## src/hw/rtl/lts_pkg.sv

```systemverilog
package lts_pkg;

    // Fixed field widths.
    localparam int FRAC_BITS   = 16;
    localparam int GAIN_W      = 16;
    localparam int LEVEL_W     = 12;
    localparam int STEP_W      = 4;
    localparam int ANGLE_W     = 8;
    localparam int PULSE_US_W  = 15;
    localparam int PULSE_NS_W  = 25;
    localparam int PROD_W      = ANGLE_W + PULSE_US_W;
    localparam int CFG_ADDR_W  = 3;
    localparam int CFG_DATA_W  = 16;

    // Reset values of the configuration registers and angles.
    localparam logic [GAIN_W-1:0]     GAIN_RESET      = 16'd13107;
    localparam logic [LEVEL_W-1:0]    FLOOR_RESET     = 12'd100;
    localparam logic [LEVEL_W-1:0]    DEAD_ZONE_RESET = 12'd50;
    localparam logic [STEP_W-1:0]     STEP_RESET      = 4'd1;
    localparam logic [PULSE_US_W-1:0] PMIN_RESET      = 15'd500;
    localparam logic [PULSE_US_W-1:0] PMAX_RESET      = 15'd2400;
    localparam logic [ANGLE_W-1:0]    ANGLE_RESET     = 8'd90;

    // Largest pulse the block can report, in nanoseconds.
    localparam int NS_PER_US    = 1000;
    localparam int PULSE_NS_MAX = ((2 ** PULSE_US_W) - 1) * NS_PER_US;

    // Configuration register indexes.
    typedef enum logic [CFG_ADDR_W-1:0] {
        REG_SMOOTH_GAIN  = 3'd0,
        REG_LIGHT_FLOOR  = 3'd1,
        REG_DEAD_ZONE    = 3'd2,
        REG_ANGLE_STEP   = 3'd3,
        REG_PULSE_MIN_US = 3'd4,
        REG_PULSE_MAX_US = 3'd5
    } lts_reg_idx_t;

    // Sequencer states.
    typedef enum logic [2:0] {
        ST_IDLE,
        ST_AVG,
        ST_COMMIT,
        ST_ANGLE,
        ST_MUL,
        ST_DIV,
        ST_SCALE,
        ST_DONE
    } lts_state_t;

    // Controls for one averaging lane.
    typedef struct packed {
        logic load;
        logic shift;
        logic commit;
    } lts_lane_ctrl_t;

endpackage

```

## src/hw/rtl/lts_avg_lane.sv

```systemverilog
// One exponential-average lane. The gain multiply is bit serial: one gain
// bit is consumed per shift, and the bits that fall off the bottom are
// collected into a sticky bit for the round-up of a falling average.
module lts_avg_lane
    import lts_pkg::*;
#(
    parameter int SAMPLE_BITS = 12
) (
    input  logic                   aclk,
    input  logic                   aresetn,
    input  lts_lane_ctrl_t         ctrl,
    input  logic [SAMPLE_BITS-1:0] raw,
    input  logic                   gain_bit,
    output logic [SAMPLE_BITS-1:0] level
);

    localparam int LW = SAMPLE_BITS + FRAC_BITS;

    logic [LW-1:0] s_reg;
    logic [LW-1:0] s_next;
    logic [LW-1:0] mag_reg;
    logic [LW-1:0] acc_reg;
    logic          neg_reg;
    logic          sticky_reg;
    logic [LW-1:0] target;
    logic [LW:0]   sum;

    assign target = {raw, {FRAC_BITS{1'b0}}};
    assign level  = s_reg[LW-1:FRAC_BITS];

    // Shift-add step: add the magnitude when the gain bit is set, then drop one bit.
    assign sum = {1'b0, acc_reg} + (gain_bit ? {1'b0, mag_reg} : '0);

    // A falling average moves by the product rounded up, a rising one by it rounded down.
    assign s_next = neg_reg ? (s_reg - (acc_reg + LW'(sticky_reg))) : (s_reg + acc_reg);

    // Average state.
    always_ff @(posedge aclk) begin
        if (!aresetn) begin
            s_reg <= '0;
        end else if (ctrl.commit) begin
            s_reg <= s_next;
        end
    end

    // Multiplier working registers.
    always_ff @(posedge aclk) begin
        if (ctrl.load) begin
            neg_reg    <= (target < s_reg);
            mag_reg    <= (target < s_reg) ? (s_reg - target) : (target - s_reg);
            acc_reg    <= '0;
            sticky_reg <= 1'b0;
        end else if (ctrl.shift) begin
            acc_reg    <= sum[LW:1];
            sticky_reg <= sticky_reg | sum[0];
        end
    end

endmodule

```

## src/hw/rtl/lts_cdiv.sv

```systemverilog
// Restoring divider by a fixed divisor, one quotient bit per step.
// The dividend enters the quotient register and is shifted out MSB first.
module lts_cdiv #(
    parameter int DIVISOR = 180,
    parameter int W       = 23
) (
    input  logic         aclk,
    input  logic         load,
    input  logic         step,
    input  logic [W-1:0] dividend,
    output logic [W-1:0] quotient
);

    localparam int RW = $clog2(DIVISOR + 1);
    localparam logic [RW:0] DIV_C = (RW + 1)'(DIVISOR);

    logic [RW-1:0] rem_reg;
    logic [W-1:0]  q_reg;
    logic [RW:0]   trial;
    logic [RW:0]   diff;
    logic          ge;

    assign trial    = {rem_reg, q_reg[W-1]};
    assign diff     = trial - DIV_C;
    assign ge       = (trial >= DIV_C);
    assign quotient = q_reg;

    always_ff @(posedge aclk) begin
        if (load) begin
            rem_reg <= '0;
            q_reg   <= dividend;
        end else if (step) begin
            rem_reg <= ge ? diff[RW-1:0] : trial[RW-1:0];
            q_reg   <= {q_reg[W-2:0], ge};
        end
    end

endmodule

```

## src/hw/rtl/light_tracker_servo_step.sv

```systemverilog
// Light tracker servo step: one result beat per accepted input beat.
// A new input set is accepted only in idle, once the previous result has been loaded
// into the output register; each set runs through the bit-serial gain multiply and
// the bit-serial divide of the pulse mapping, and can stall on the result channel.
// Reset (aresetn, synchronous, active low) restores the register defaults,
// clears the four averages, sets both angles to 90 and empties the output.
module light_tracker_servo_step
    import lts_pkg::*;
#(
    parameter int SAMPLE_BITS = 12,
    parameter int ANGLE_LIMIT = 180
) (
    input  logic                  aclk,
    input  logic                  aresetn,
    // Configuration writes.
    input  logic                  cfg_valid,
    output logic                  cfg_ready,
    input  logic [CFG_ADDR_W-1:0] cfg_addr,
    input  logic [CFG_DATA_W-1:0] cfg_data,
    // Input channel.
    input  logic                  s_valid,
    output logic                  s_ready,
    input  logic [LEVEL_W-1:0]    s_light_north,
    input  logic [LEVEL_W-1:0]    s_light_west,
    input  logic [LEVEL_W-1:0]    s_light_south,
    input  logic [LEVEL_W-1:0]    s_light_east,
    // Result channel.
    output logic                  m_valid,
    input  logic                  m_ready,
    output logic [LEVEL_W-1:0]    m_level_north,
    output logic [LEVEL_W-1:0]    m_level_west,
    output logic [LEVEL_W-1:0]    m_level_south,
    output logic [LEVEL_W-1:0]    m_level_east,
    output logic [ANGLE_W-1:0]    m_angle_horizontal,
    output logic [ANGLE_W-1:0]    m_angle_vertical,
    output logic [PULSE_NS_W-1:0] m_pulse_horizontal_ns,
    output logic [PULSE_NS_W-1:0] m_pulse_vertical_ns
);

    localparam int VW       = (SAMPLE_BITS > LEVEL_W) ? SAMPLE_BITS : LEVEL_W;
    localparam int CNT_MAX  = (GAIN_W > PROD_W) ? GAIN_W : PROD_W;
    localparam int CNT_W    = $clog2(CNT_MAX);
    localparam int SW       = PROD_W + 2;
    localparam logic [CNT_W-1:0] AVG_LAST = CNT_W'(GAIN_W - 1);
    localparam logic [CNT_W-1:0] DIV_LAST = CNT_W'(PROD_W - 1);

    // Configuration registers.
    logic [GAIN_W-1:0]     smooth_gain_reg;
    logic [LEVEL_W-1:0]    light_floor_reg;
    logic [LEVEL_W-1:0]    dead_zone_reg;
    logic [STEP_W-1:0]     angle_step_reg;
    logic [PULSE_US_W-1:0] pulse_min_reg;
    logic [PULSE_US_W-1:0] pulse_max_reg;

    // Sequencer.
    lts_state_t     state_reg, state_next;
    logic [CNT_W-1:0] cnt_reg, cnt_next;
    lts_lane_ctrl_t lane_ctrl;
    logic           div_load;
    logic           div_step;
    logic           angle_en;
    logic           scale_en;
    logic           out_load;
    logic           m_valid_reg, m_valid_next;

    // Datapath.
    logic [GAIN_W-1:0]      gain_sr_reg;
    logic [SAMPLE_BITS-1:0] raw_in [4];
    logic [SAMPLE_BITS-1:0] lane_level [4];
    logic [VW-1:0]          lv [4];
    logic [LEVEL_W-1:0]     level_reg [4];
    logic [ANGLE_W-1:0]     angle_h_reg;
    logic [ANGLE_W-1:0]     angle_v_reg;
    logic                   span_neg_reg;
    logic                   span_neg;
    logic [PULSE_US_W-1:0]  span_mag;
    logic [PROD_W-1:0]      prod_h;
    logic [PROD_W-1:0]      prod_v;
    logic [PROD_W-1:0]      quo_h;
    logic [PROD_W-1:0]      quo_v;
    logic [PULSE_US_W-1:0]  us_h_reg;
    logic [PULSE_US_W-1:0]  us_v_reg;
    logic [PULSE_US_W-1:0]  us_h;
    logic [PULSE_US_W-1:0]  us_v;
    logic [PULSE_NS_W-1:0]  ns_h;
    logic [PULSE_NS_W-1:0]  ns_v;

    // Output registers.
    logic [LEVEL_W-1:0]    out_level_reg [4];
    logic [ANGLE_W-1:0]    out_angle_h_reg;
    logic [ANGLE_W-1:0]    out_angle_v_reg;
    logic [PULSE_NS_W-1:0] out_pulse_h_reg;
    logic [PULSE_NS_W-1:0] out_pulse_v_reg;

    // Moves one angle a step toward the brighter side and clamps it to 0..ANGLE_LIMIT.
    function automatic logic [ANGLE_W-1:0] move_angle(
        input logic [ANGLE_W-1:0] angle,
        input logic [VW-1:0]      pos,
        input logic [VW-1:0]      neg,
        input logic [VW-1:0]      dz,
        input logic [STEP_W-1:0]  stp
    );
        logic                      up;
        logic [VW-1:0]             mag;
        logic signed [ANGLE_W+1:0] t;
        logic signed [ANGLE_W+1:0] st;
        logic signed [ANGLE_W+1:0] lim;
        logic [ANGLE_W-1:0]        res;
        up  = (pos > neg);
        mag = up ? (pos - neg) : (neg - pos);
        t   = $signed({2'b00, angle});
        st  = $signed({{(ANGLE_W + 2 - STEP_W){1'b0}}, stp});
        lim = $signed((ANGLE_W + 2)'(ANGLE_LIMIT));
        if (mag > dz) begin
            t = up ? (t + st) : (t - st);
        end
        if (t < 0) begin
            res = '0;
        end else if (t > lim) begin
            res = ANGLE_W'(ANGLE_LIMIT);
        end else begin
            res = t[ANGLE_W-1:0];
        end
        return res;
    endfunction

    // Pulse in microseconds, from a signed sum saturated at zero.
    function automatic logic [PULSE_US_W-1:0] to_us(
        input logic [PULSE_US_W-1:0] pmin,
        input logic [PROD_W-1:0]     q,
        input logic                  sub
    );
        logic signed [SW-1:0] base;
        logic signed [SW-1:0] qs;
        logic signed [SW-1:0] sum;
        base = $signed(SW'(pmin));
        qs   = $signed(SW'(q));
        sum  = sub ? (base - qs) : (base + qs);
        return (sum < 0) ? '0 : sum[PULSE_US_W-1:0];
    endfunction

    assign cfg_ready = 1'b1;
    assign s_ready   = (state_reg == ST_IDLE);
    assign m_valid   = m_valid_reg;

    // Configuration writes; data beyond a register's width is dropped.
    always_ff @(posedge aclk) begin
        if (!aresetn) begin
            smooth_gain_reg <= GAIN_RESET;
            light_floor_reg <= FLOOR_RESET;
            dead_zone_reg   <= DEAD_ZONE_RESET;
            angle_step_reg  <= STEP_RESET;
            pulse_min_reg   <= PMIN_RESET;
            pulse_max_reg   <= PMAX_RESET;
        end else if (cfg_valid && cfg_ready) begin
            unique case (cfg_addr)
                REG_SMOOTH_GAIN:  smooth_gain_reg <= cfg_data[GAIN_W-1:0];
                REG_LIGHT_FLOOR:  light_floor_reg <= cfg_data[LEVEL_W-1:0];
                REG_DEAD_ZONE:    dead_zone_reg   <= cfg_data[LEVEL_W-1:0];
                REG_ANGLE_STEP:   angle_step_reg  <= cfg_data[STEP_W-1:0];
                REG_PULSE_MIN_US: pulse_min_reg   <= cfg_data[PULSE_US_W-1:0];
                REG_PULSE_MAX_US: pulse_max_reg   <= cfg_data[PULSE_US_W-1:0];
                default: ;
            endcase
        end
    end

    // Next state and step controls.
    always_comb begin
        state_next = state_reg;
        cnt_next   = cnt_reg;
        lane_ctrl  = '0;
        div_load   = 1'b0;
        div_step   = 1'b0;
        angle_en   = 1'b0;
        scale_en   = 1'b0;
        out_load   = 1'b0;
        unique case (state_reg)
            ST_IDLE: begin
                if (s_valid) begin
                    lane_ctrl.load = 1'b1;
                    cnt_next       = '0;
                    state_next     = ST_AVG;
                end
            end
            ST_AVG: begin
                lane_ctrl.shift = 1'b1;
                cnt_next        = cnt_reg + 1'b1;
                if (cnt_reg == AVG_LAST) begin
                    cnt_next   = '0;
                    state_next = ST_COMMIT;
                end
            end
            ST_COMMIT: begin
                lane_ctrl.commit = 1'b1;
                state_next       = ST_ANGLE;
            end
            ST_ANGLE: begin
                angle_en   = 1'b1;
                state_next = ST_MUL;
            end
            ST_MUL: begin
                div_load   = 1'b1;
                cnt_next   = '0;
                state_next = ST_DIV;
            end
            ST_DIV: begin
                div_step = 1'b1;
                cnt_next = cnt_reg + 1'b1;
                if (cnt_reg == DIV_LAST) begin
                    cnt_next   = '0;
                    state_next = ST_SCALE;
                end
            end
            ST_SCALE: begin
                scale_en   = 1'b1;
                state_next = ST_DONE;
            end
            ST_DONE: begin
                if (!m_valid_reg || m_ready) begin
                    out_load   = 1'b1;
                    state_next = ST_IDLE;
                end
            end
        endcase
    end

    // Result beat is held until taken; a new one may replace it on the same edge.
    always_comb begin
        m_valid_next = m_valid_reg;
        if (out_load) begin
            m_valid_next = 1'b1;
        end else if (m_ready) begin
            m_valid_next = 1'b0;
        end
    end

    always_ff @(posedge aclk) begin
        if (!aresetn) begin
            state_reg   <= ST_IDLE;
            cnt_reg     <= '0;
            m_valid_reg <= 1'b0;
        end else begin
            state_reg   <= state_next;
            cnt_reg     <= cnt_next;
            m_valid_reg <= m_valid_next;
        end
    end

    // Gain bits are fed to all four lanes, LSB first.
    always_ff @(posedge aclk) begin
        if (lane_ctrl.load) begin
            gain_sr_reg <= smooth_gain_reg;
        end else if (lane_ctrl.shift) begin
            gain_sr_reg <= {1'b0, gain_sr_reg[GAIN_W-1:1]};
        end
    end

    // Only the low SAMPLE_BITS of each reading take part.
    assign raw_in[0] = SAMPLE_BITS'(s_light_north);
    assign raw_in[1] = SAMPLE_BITS'(s_light_west);
    assign raw_in[2] = SAMPLE_BITS'(s_light_south);
    assign raw_in[3] = SAMPLE_BITS'(s_light_east);

    for (genvar i = 0; i < 4; i++) begin : g_lane
        lts_avg_lane #(
            .SAMPLE_BITS(SAMPLE_BITS)
        ) u_lane (
            .aclk     (aclk),
            .aresetn  (aresetn),
            .ctrl     (lane_ctrl),
            .raw      (raw_in[i]),
            .gain_bit (gain_sr_reg[0]),
            .level    (lane_level[i])
        );

        // Integer part raised to the floor.
        assign lv[i] = (VW'(lane_level[i]) < VW'(light_floor_reg)) ?
                       VW'(light_floor_reg) : VW'(lane_level[i]);
    end

    // Angle state: east against west, north against south.
    always_ff @(posedge aclk) begin
        if (!aresetn) begin
            angle_h_reg <= ANGLE_RESET;
            angle_v_reg <= ANGLE_RESET;
        end else if (angle_en) begin
            angle_h_reg <= move_angle(angle_h_reg, lv[3], lv[1], VW'(dead_zone_reg),
                                      angle_step_reg);
            angle_v_reg <= move_angle(angle_v_reg, lv[0], lv[2], VW'(dead_zone_reg),
                                      angle_step_reg);
        end
    end

    always_ff @(posedge aclk) begin
        if (angle_en) begin
            for (int i = 0; i < 4; i++) begin
                level_reg[i] <= lv[i][LEVEL_W-1:0];
            end
        end
    end

    // Pulse mapping: angle times the span magnitude, then a serial divide by ANGLE_LIMIT.
    assign span_neg = (pulse_max_reg < pulse_min_reg);
    assign span_mag = span_neg ? (pulse_min_reg - pulse_max_reg) : (pulse_max_reg - pulse_min_reg);
    assign prod_h   = {{PULSE_US_W{1'b0}}, angle_h_reg} * {{ANGLE_W{1'b0}}, span_mag};
    assign prod_v   = {{PULSE_US_W{1'b0}}, angle_v_reg} * {{ANGLE_W{1'b0}}, span_mag};

    always_ff @(posedge aclk) begin
        if (div_load) begin
            span_neg_reg <= span_neg;
        end
    end

    lts_cdiv #(
        .DIVISOR(ANGLE_LIMIT),
        .W      (PROD_W)
    ) u_div_h (
        .aclk     (aclk),
        .load     (div_load),
        .step     (div_step),
        .dividend (prod_h),
        .quotient (quo_h)
    );

    lts_cdiv #(
        .DIVISOR(ANGLE_LIMIT),
        .W      (PROD_W)
    ) u_div_v (
        .aclk     (aclk),
        .load     (div_load),
        .step     (div_step),
        .dividend (prod_v),
        .quotient (quo_v)
    );

    // Truncation toward zero: the sign is applied to the quotient magnitude.
    assign us_h = to_us(pulse_min_reg, quo_h, span_neg_reg);
    assign us_v = to_us(pulse_min_reg, quo_v, span_neg_reg);

    always_ff @(posedge aclk) begin
        if (scale_en) begin
            us_h_reg <= us_h;
            us_v_reg <= us_v;
        end
    end

    // Times 1000 as 1024 - 16 - 8.
    assign ns_h = (PULSE_NS_W'(us_h_reg) << 10) - (PULSE_NS_W'(us_h_reg) << 4)
                - (PULSE_NS_W'(us_h_reg) << 3);
    assign ns_v = (PULSE_NS_W'(us_v_reg) << 10) - (PULSE_NS_W'(us_v_reg) << 4)
                - (PULSE_NS_W'(us_v_reg) << 3);

    // Output register.
    always_ff @(posedge aclk) begin
        if (out_load) begin
            for (int i = 0; i < 4; i++) begin
                out_level_reg[i] <= level_reg[i];
            end
            out_angle_h_reg <= angle_h_reg;
            out_angle_v_reg <= angle_v_reg;
            out_pulse_h_reg <= ns_h;
            out_pulse_v_reg <= ns_v;
        end
    end

    assign m_level_north         = out_level_reg[0];
    assign m_level_west          = out_level_reg[1];
    assign m_level_south         = out_level_reg[2];
    assign m_level_east          = out_level_reg[3];
    assign m_angle_horizontal    = out_angle_h_reg;
    assign m_angle_vertical      = out_angle_v_reg;
    assign m_pulse_horizontal_ns = out_pulse_h_reg;
    assign m_pulse_vertical_ns   = out_pulse_v_reg;

endmodule

```

## config.mk

```make
export PLATFORM = sky130hd
export DESIGN_NAME = light_tracker_servo_step
export DESIGN_NICKNAME = d
export VERILOG_FILES = /design/src/hw/rtl/lts_pkg.sv /design/src/hw/rtl/lts_avg_lane.sv /design/src/hw/rtl/lts_cdiv.sv /design/src/hw/rtl/light_tracker_servo_step.sv
export SDC_FILE = /design/constraint.sdc
export NUM_CORES = 2
export LEC_CHECK = 0
export BUFFER_PORTS_ARGS = -buffer_cell sky130_fd_sc_hd__buf_2
export CORE_ASPECT_RATIO = 0.6
export CORE_MARGIN = 1
export CORE_UTILIZATION = 38
export DETAILED_ROUTE_END_ITERATION = 12
export HOLD_SLACK_MARGIN = 0.1
export PLACE_DENSITY_LB_ADDON = 0.2
export SLEW_MARGIN = 40
export SYNTH_ARGS = -nofsm -noshare
export SYNTH_HDL_FRONTEND = slang
export SYNTH_SLANG_ARGS = --single-unit
export TNS_END_PERCENT = 20
```

## constraint.sdc

```tcl
create_clock -name aclk -period 8.5 [get_ports aclk]
set_clock_uncertainty 0.2 [all_clocks]
set_input_delay 0.85 -clock aclk [delete_from_list [all_inputs] [get_ports aclk]]
set_output_delay 0.85 -clock aclk [all_outputs]
set_load 0.05 [all_outputs]
```

==> qor_table.md <==
| Step | Result | This run |
|:---|:---|:---|
| synthesis | Predominant post-synthesis flop cell | edfxtp_1 |
| critical path | Crit path largest cell delay | 540 ps |
| clock tree | Insertion delay of the later-clocked pin in the worst-skew pair | 710 ps |
| grt | Global-route wire length before repair | 334000 um |
| critical path | Cell with the biggest individual delay on the critical path | or4_1 |
| drt | Routed vias | 57314 |
| timing | Endpoints failing hold | 0 |
| synthesis | EDFF count, synth | 365 |
| synthesis | Yosys cell types | 96 |
| drt | Number of design rule violations left after detail routing | 0 |
| placement | Hpwl dp | 171000 um |
| floorplanning | Placeable core region | 171000 um^2 |
| power | Worst-case vdd ir drop | 413 uV |
| drt | Per-cell routed wire length | 21.3 um |
| timing | Slew at the pin closest to its max-slew limit | 890 ps |
| critical path | Crit path arrival time | 8590 ps |
| clock tree | Clock root cell | clkbuf_16 |
| timing | Slew HR | 0.407 |
| timing | Worst Hold Slack | 213 ps |
| clock tree | TritonCTS clock tree | built |
| grt | Total congestion overflow after global routing | 0 |
| floorplanning | Die Height | 324 um |
| drt | First-iteration detailed-routing DRC count | 5611 |
| final layout | Final Non-Filler Cells | 10437 |
| clock tree | Num Clock Sinks | 708 |
| worst hold path | Class of the most critical hold timing path | reg2reg |
| timing | Total count of max-transition violations in the final report | 0 |
| power | PD cells | 455 nW/um^2 |
| run status | Run status | finished clean |
| timing | Final min period | 8230 ps |
| synthesis | Gate Count Post-Synth | 7714 |
| power | Static Leakage | 33.7 nW |
| final layout | Post-layout nets | 9264 |
| floorplanning | Die area | 175000 um^2 |
| final layout | Post-route core utilization | 0.441 |
| floorplanning | Ports | 189 |
| grt | Initial antenna violation count | 18 |
| clock tree | Clock-pin transition on the worst setup and hold timing paths | 60 ps |
| clock tree | Count of hold-fix buffers inserted at cts | 0 |
| critical path | Maximum fanout along the worst path | 5 |
| placement | Port Buffer Count | 181 |
| grt | Largest net degree at the start of global routing | 105 |
| final layout | Post-route cell area | 75200 um^2 |
| final layout | Commonest non-fill, non-tap cell in the layout | ha_1 |
| final layout | Highest-count cells in the layout ignoring fill and taps | ha_1, inv_1, nand2_1 |
| final layout | Number of fillers in the final layout | 16737 |
| critical path | Nature of the critical path startpoint | flip-flop |
| drt | Remaining antenna violation count | 0 |
| timing | Final setup violation count | 0 |
| drt | Detailed-routing iteration count for the pre-antenna-repair pass | 6 |
| critical path | Cell family with most CP delay | compound AO/OA/AOI/OAI gates |
| drt | Detail-routed via count per cell | 5.49 |
| timing | Slack of the critical path | 274 ps |
| placement | Placed Area | 71400 um^2 |
| synthesis | Post-Syn Area per Cell | 8.52 um^2 |
| critical path | Count of buffer and inverter cells on the critical path | 2 |
| synthesis | Post-Syn Area | 65700 um^2 |
| timing | Setup repair after global routing missed its margin | yes |
| critical path | Crit Path Class | reg2reg |
| drt | Detailed-route wire length | 222000 um |
| grt | Vias in the first global route | 53075 |
| floorplanning | Width of the chip | 539 um |
| clock tree | Clock Path Buffers | 3 |
| placement | Dpl ws | -409 ps |
| final layout | Area growth from synthesis to final layout | 14.5% |
| synthesis | Synthesis Warnings | 0 |
| timing | Fmax | 0.122 GHz |
| clock tree | TritonCTS buffer count | 82 |
| synthesis | Share of the yosys chip area belonging to registers | 0.271 |
| synthesis | Async SR Flop Fraction | 0 |
| critical path | Type of element capturing the critical path | flip-flop |
| timing | Part of the cycle the worst path needs | 0.968 |
| placement | Number of placed cells counting well taps | 10258 |
| final layout | Share of post-route cells with drive strength above 1 | 0.110 |
| floorplanning | Placement row count | 117 |
| grt | GR Util All Layers | 0.249 |
| critical path | CP dominant cell by count | a21o_1 |
| critical path | Req. time, crit path | 8870 ps |
| job | Max-cap violation count | 0 |
| floorplanning | Starting Density | 0.385 |
| placement | RePlAce Congestion | 0.973 |
| clock tree | CTS H-tree depth | 3 |
| synthesis | Flip-flop and latch count after synthesis | 708 |
path summary, 6_finish.rpt:
| path | startpoint | end | slack (ps) | depth (start not counted) |
|---|---|---|---|---|
| hold reg to reg | level_reg[3][7] | out_level_reg[3][7] | 210 | 0 |
| hold / removal | level_reg[3][7] | out_level_reg[3][7] | 210 | 0 |
| setup / recovery | light_floor_reg[9] | angle_h_reg[4] | 270 | 37 |
| setup reg to reg | light_floor_reg[9] | angle_h_reg[4] | 270 | 37 |
logic make-up (layout without fill, tap and decap cells):
group | count (synthesis) | after routing | share of synthesized area
simple gates | 2123 | 2123 | 0.152
compound gates | 2090 | 2090 | 0.201
buf+inv | 1128 | 1578 | 0.0650
fa+ha+maj | 1093 | 1093 | 0.232
flops | 708 | 708 | 0.271
xor+xnor | 455 | 455 | 0.0609
mux | 115 | 115 | 0.0181
other cells | 2 | 14 | 0.000114
where the power goes:
group          switching, mW  internal [mW]  total, mW
sequential             0.624           4.47       5.09
combinational           14.2           11.1       25.2
clock                   1.67           2.24       3.91
cells in the mapped netlist, drive strengths merged (206+ instances only):
library cell,number,area (um^2)
a21o,219,1650
a21oi,649,3260
and2,215,1350
clkbuf,222,833
dfxtp,343,6870
edfxtp,365,11000
fa,206,4120
ha,887,11100
inv,869,3260
nand2,796,2990
nor2,435,1640
o21ai,467,2340
xnor2,334,2930
metal layers:
metal  routed length, um  track usage  share of wire
met5                   0            0              0
met4                3620       0.0399          0.016
met3               20300       0.0494          0.092
met2               78900        0.316           0.36
met1              119000        0.415           0.54
worst reg2reg max path, delay by kind of cell, from the launching register on:
family / cells / cell delay, ps
AOI/OAI and AO/OA: 15 / 3010
adders and majority gates: 4 / 1150
muxes: 2 / 700
buffers and inverters: 2 / 350
and+or+nand+nor: 13 / 2210
xor gates and xnor gates: 1 / 150
DFF: 1 / 310
cell type report:
type                            count  area [um^2]  area share
Multi-Input combinational cell   5883        44500       0.592
Sequential cell                   708        17800       0.237
Timing Repair Buffer              551         3880      0.0516
Inverter                          873         3290      0.0438
Tap cell                         2261         2830      0.0376
Clock buffer                      110         2320      0.0309
Clock inverter                     44          536     0.00712
Antenna cell                        7         17.5    0.000233
per-stage QoR:
step,total power [mW],setup TNS [ps]
floorplan,21.1,-43.2
global placement,27.7,-2170
detailed placement,28.0,-3900
CTS,32.4,-13.2
global route,37.1,-773
finish,34.2,0
what timing repair did:
action                                  CTS  global route
gates cloned                              0             1
resized for setup                        30           159
pin swaps                                12            81
setup buffers                             2            16
endpoints found under the setup margin   25            32
Power figures use the tool's default switching activity.
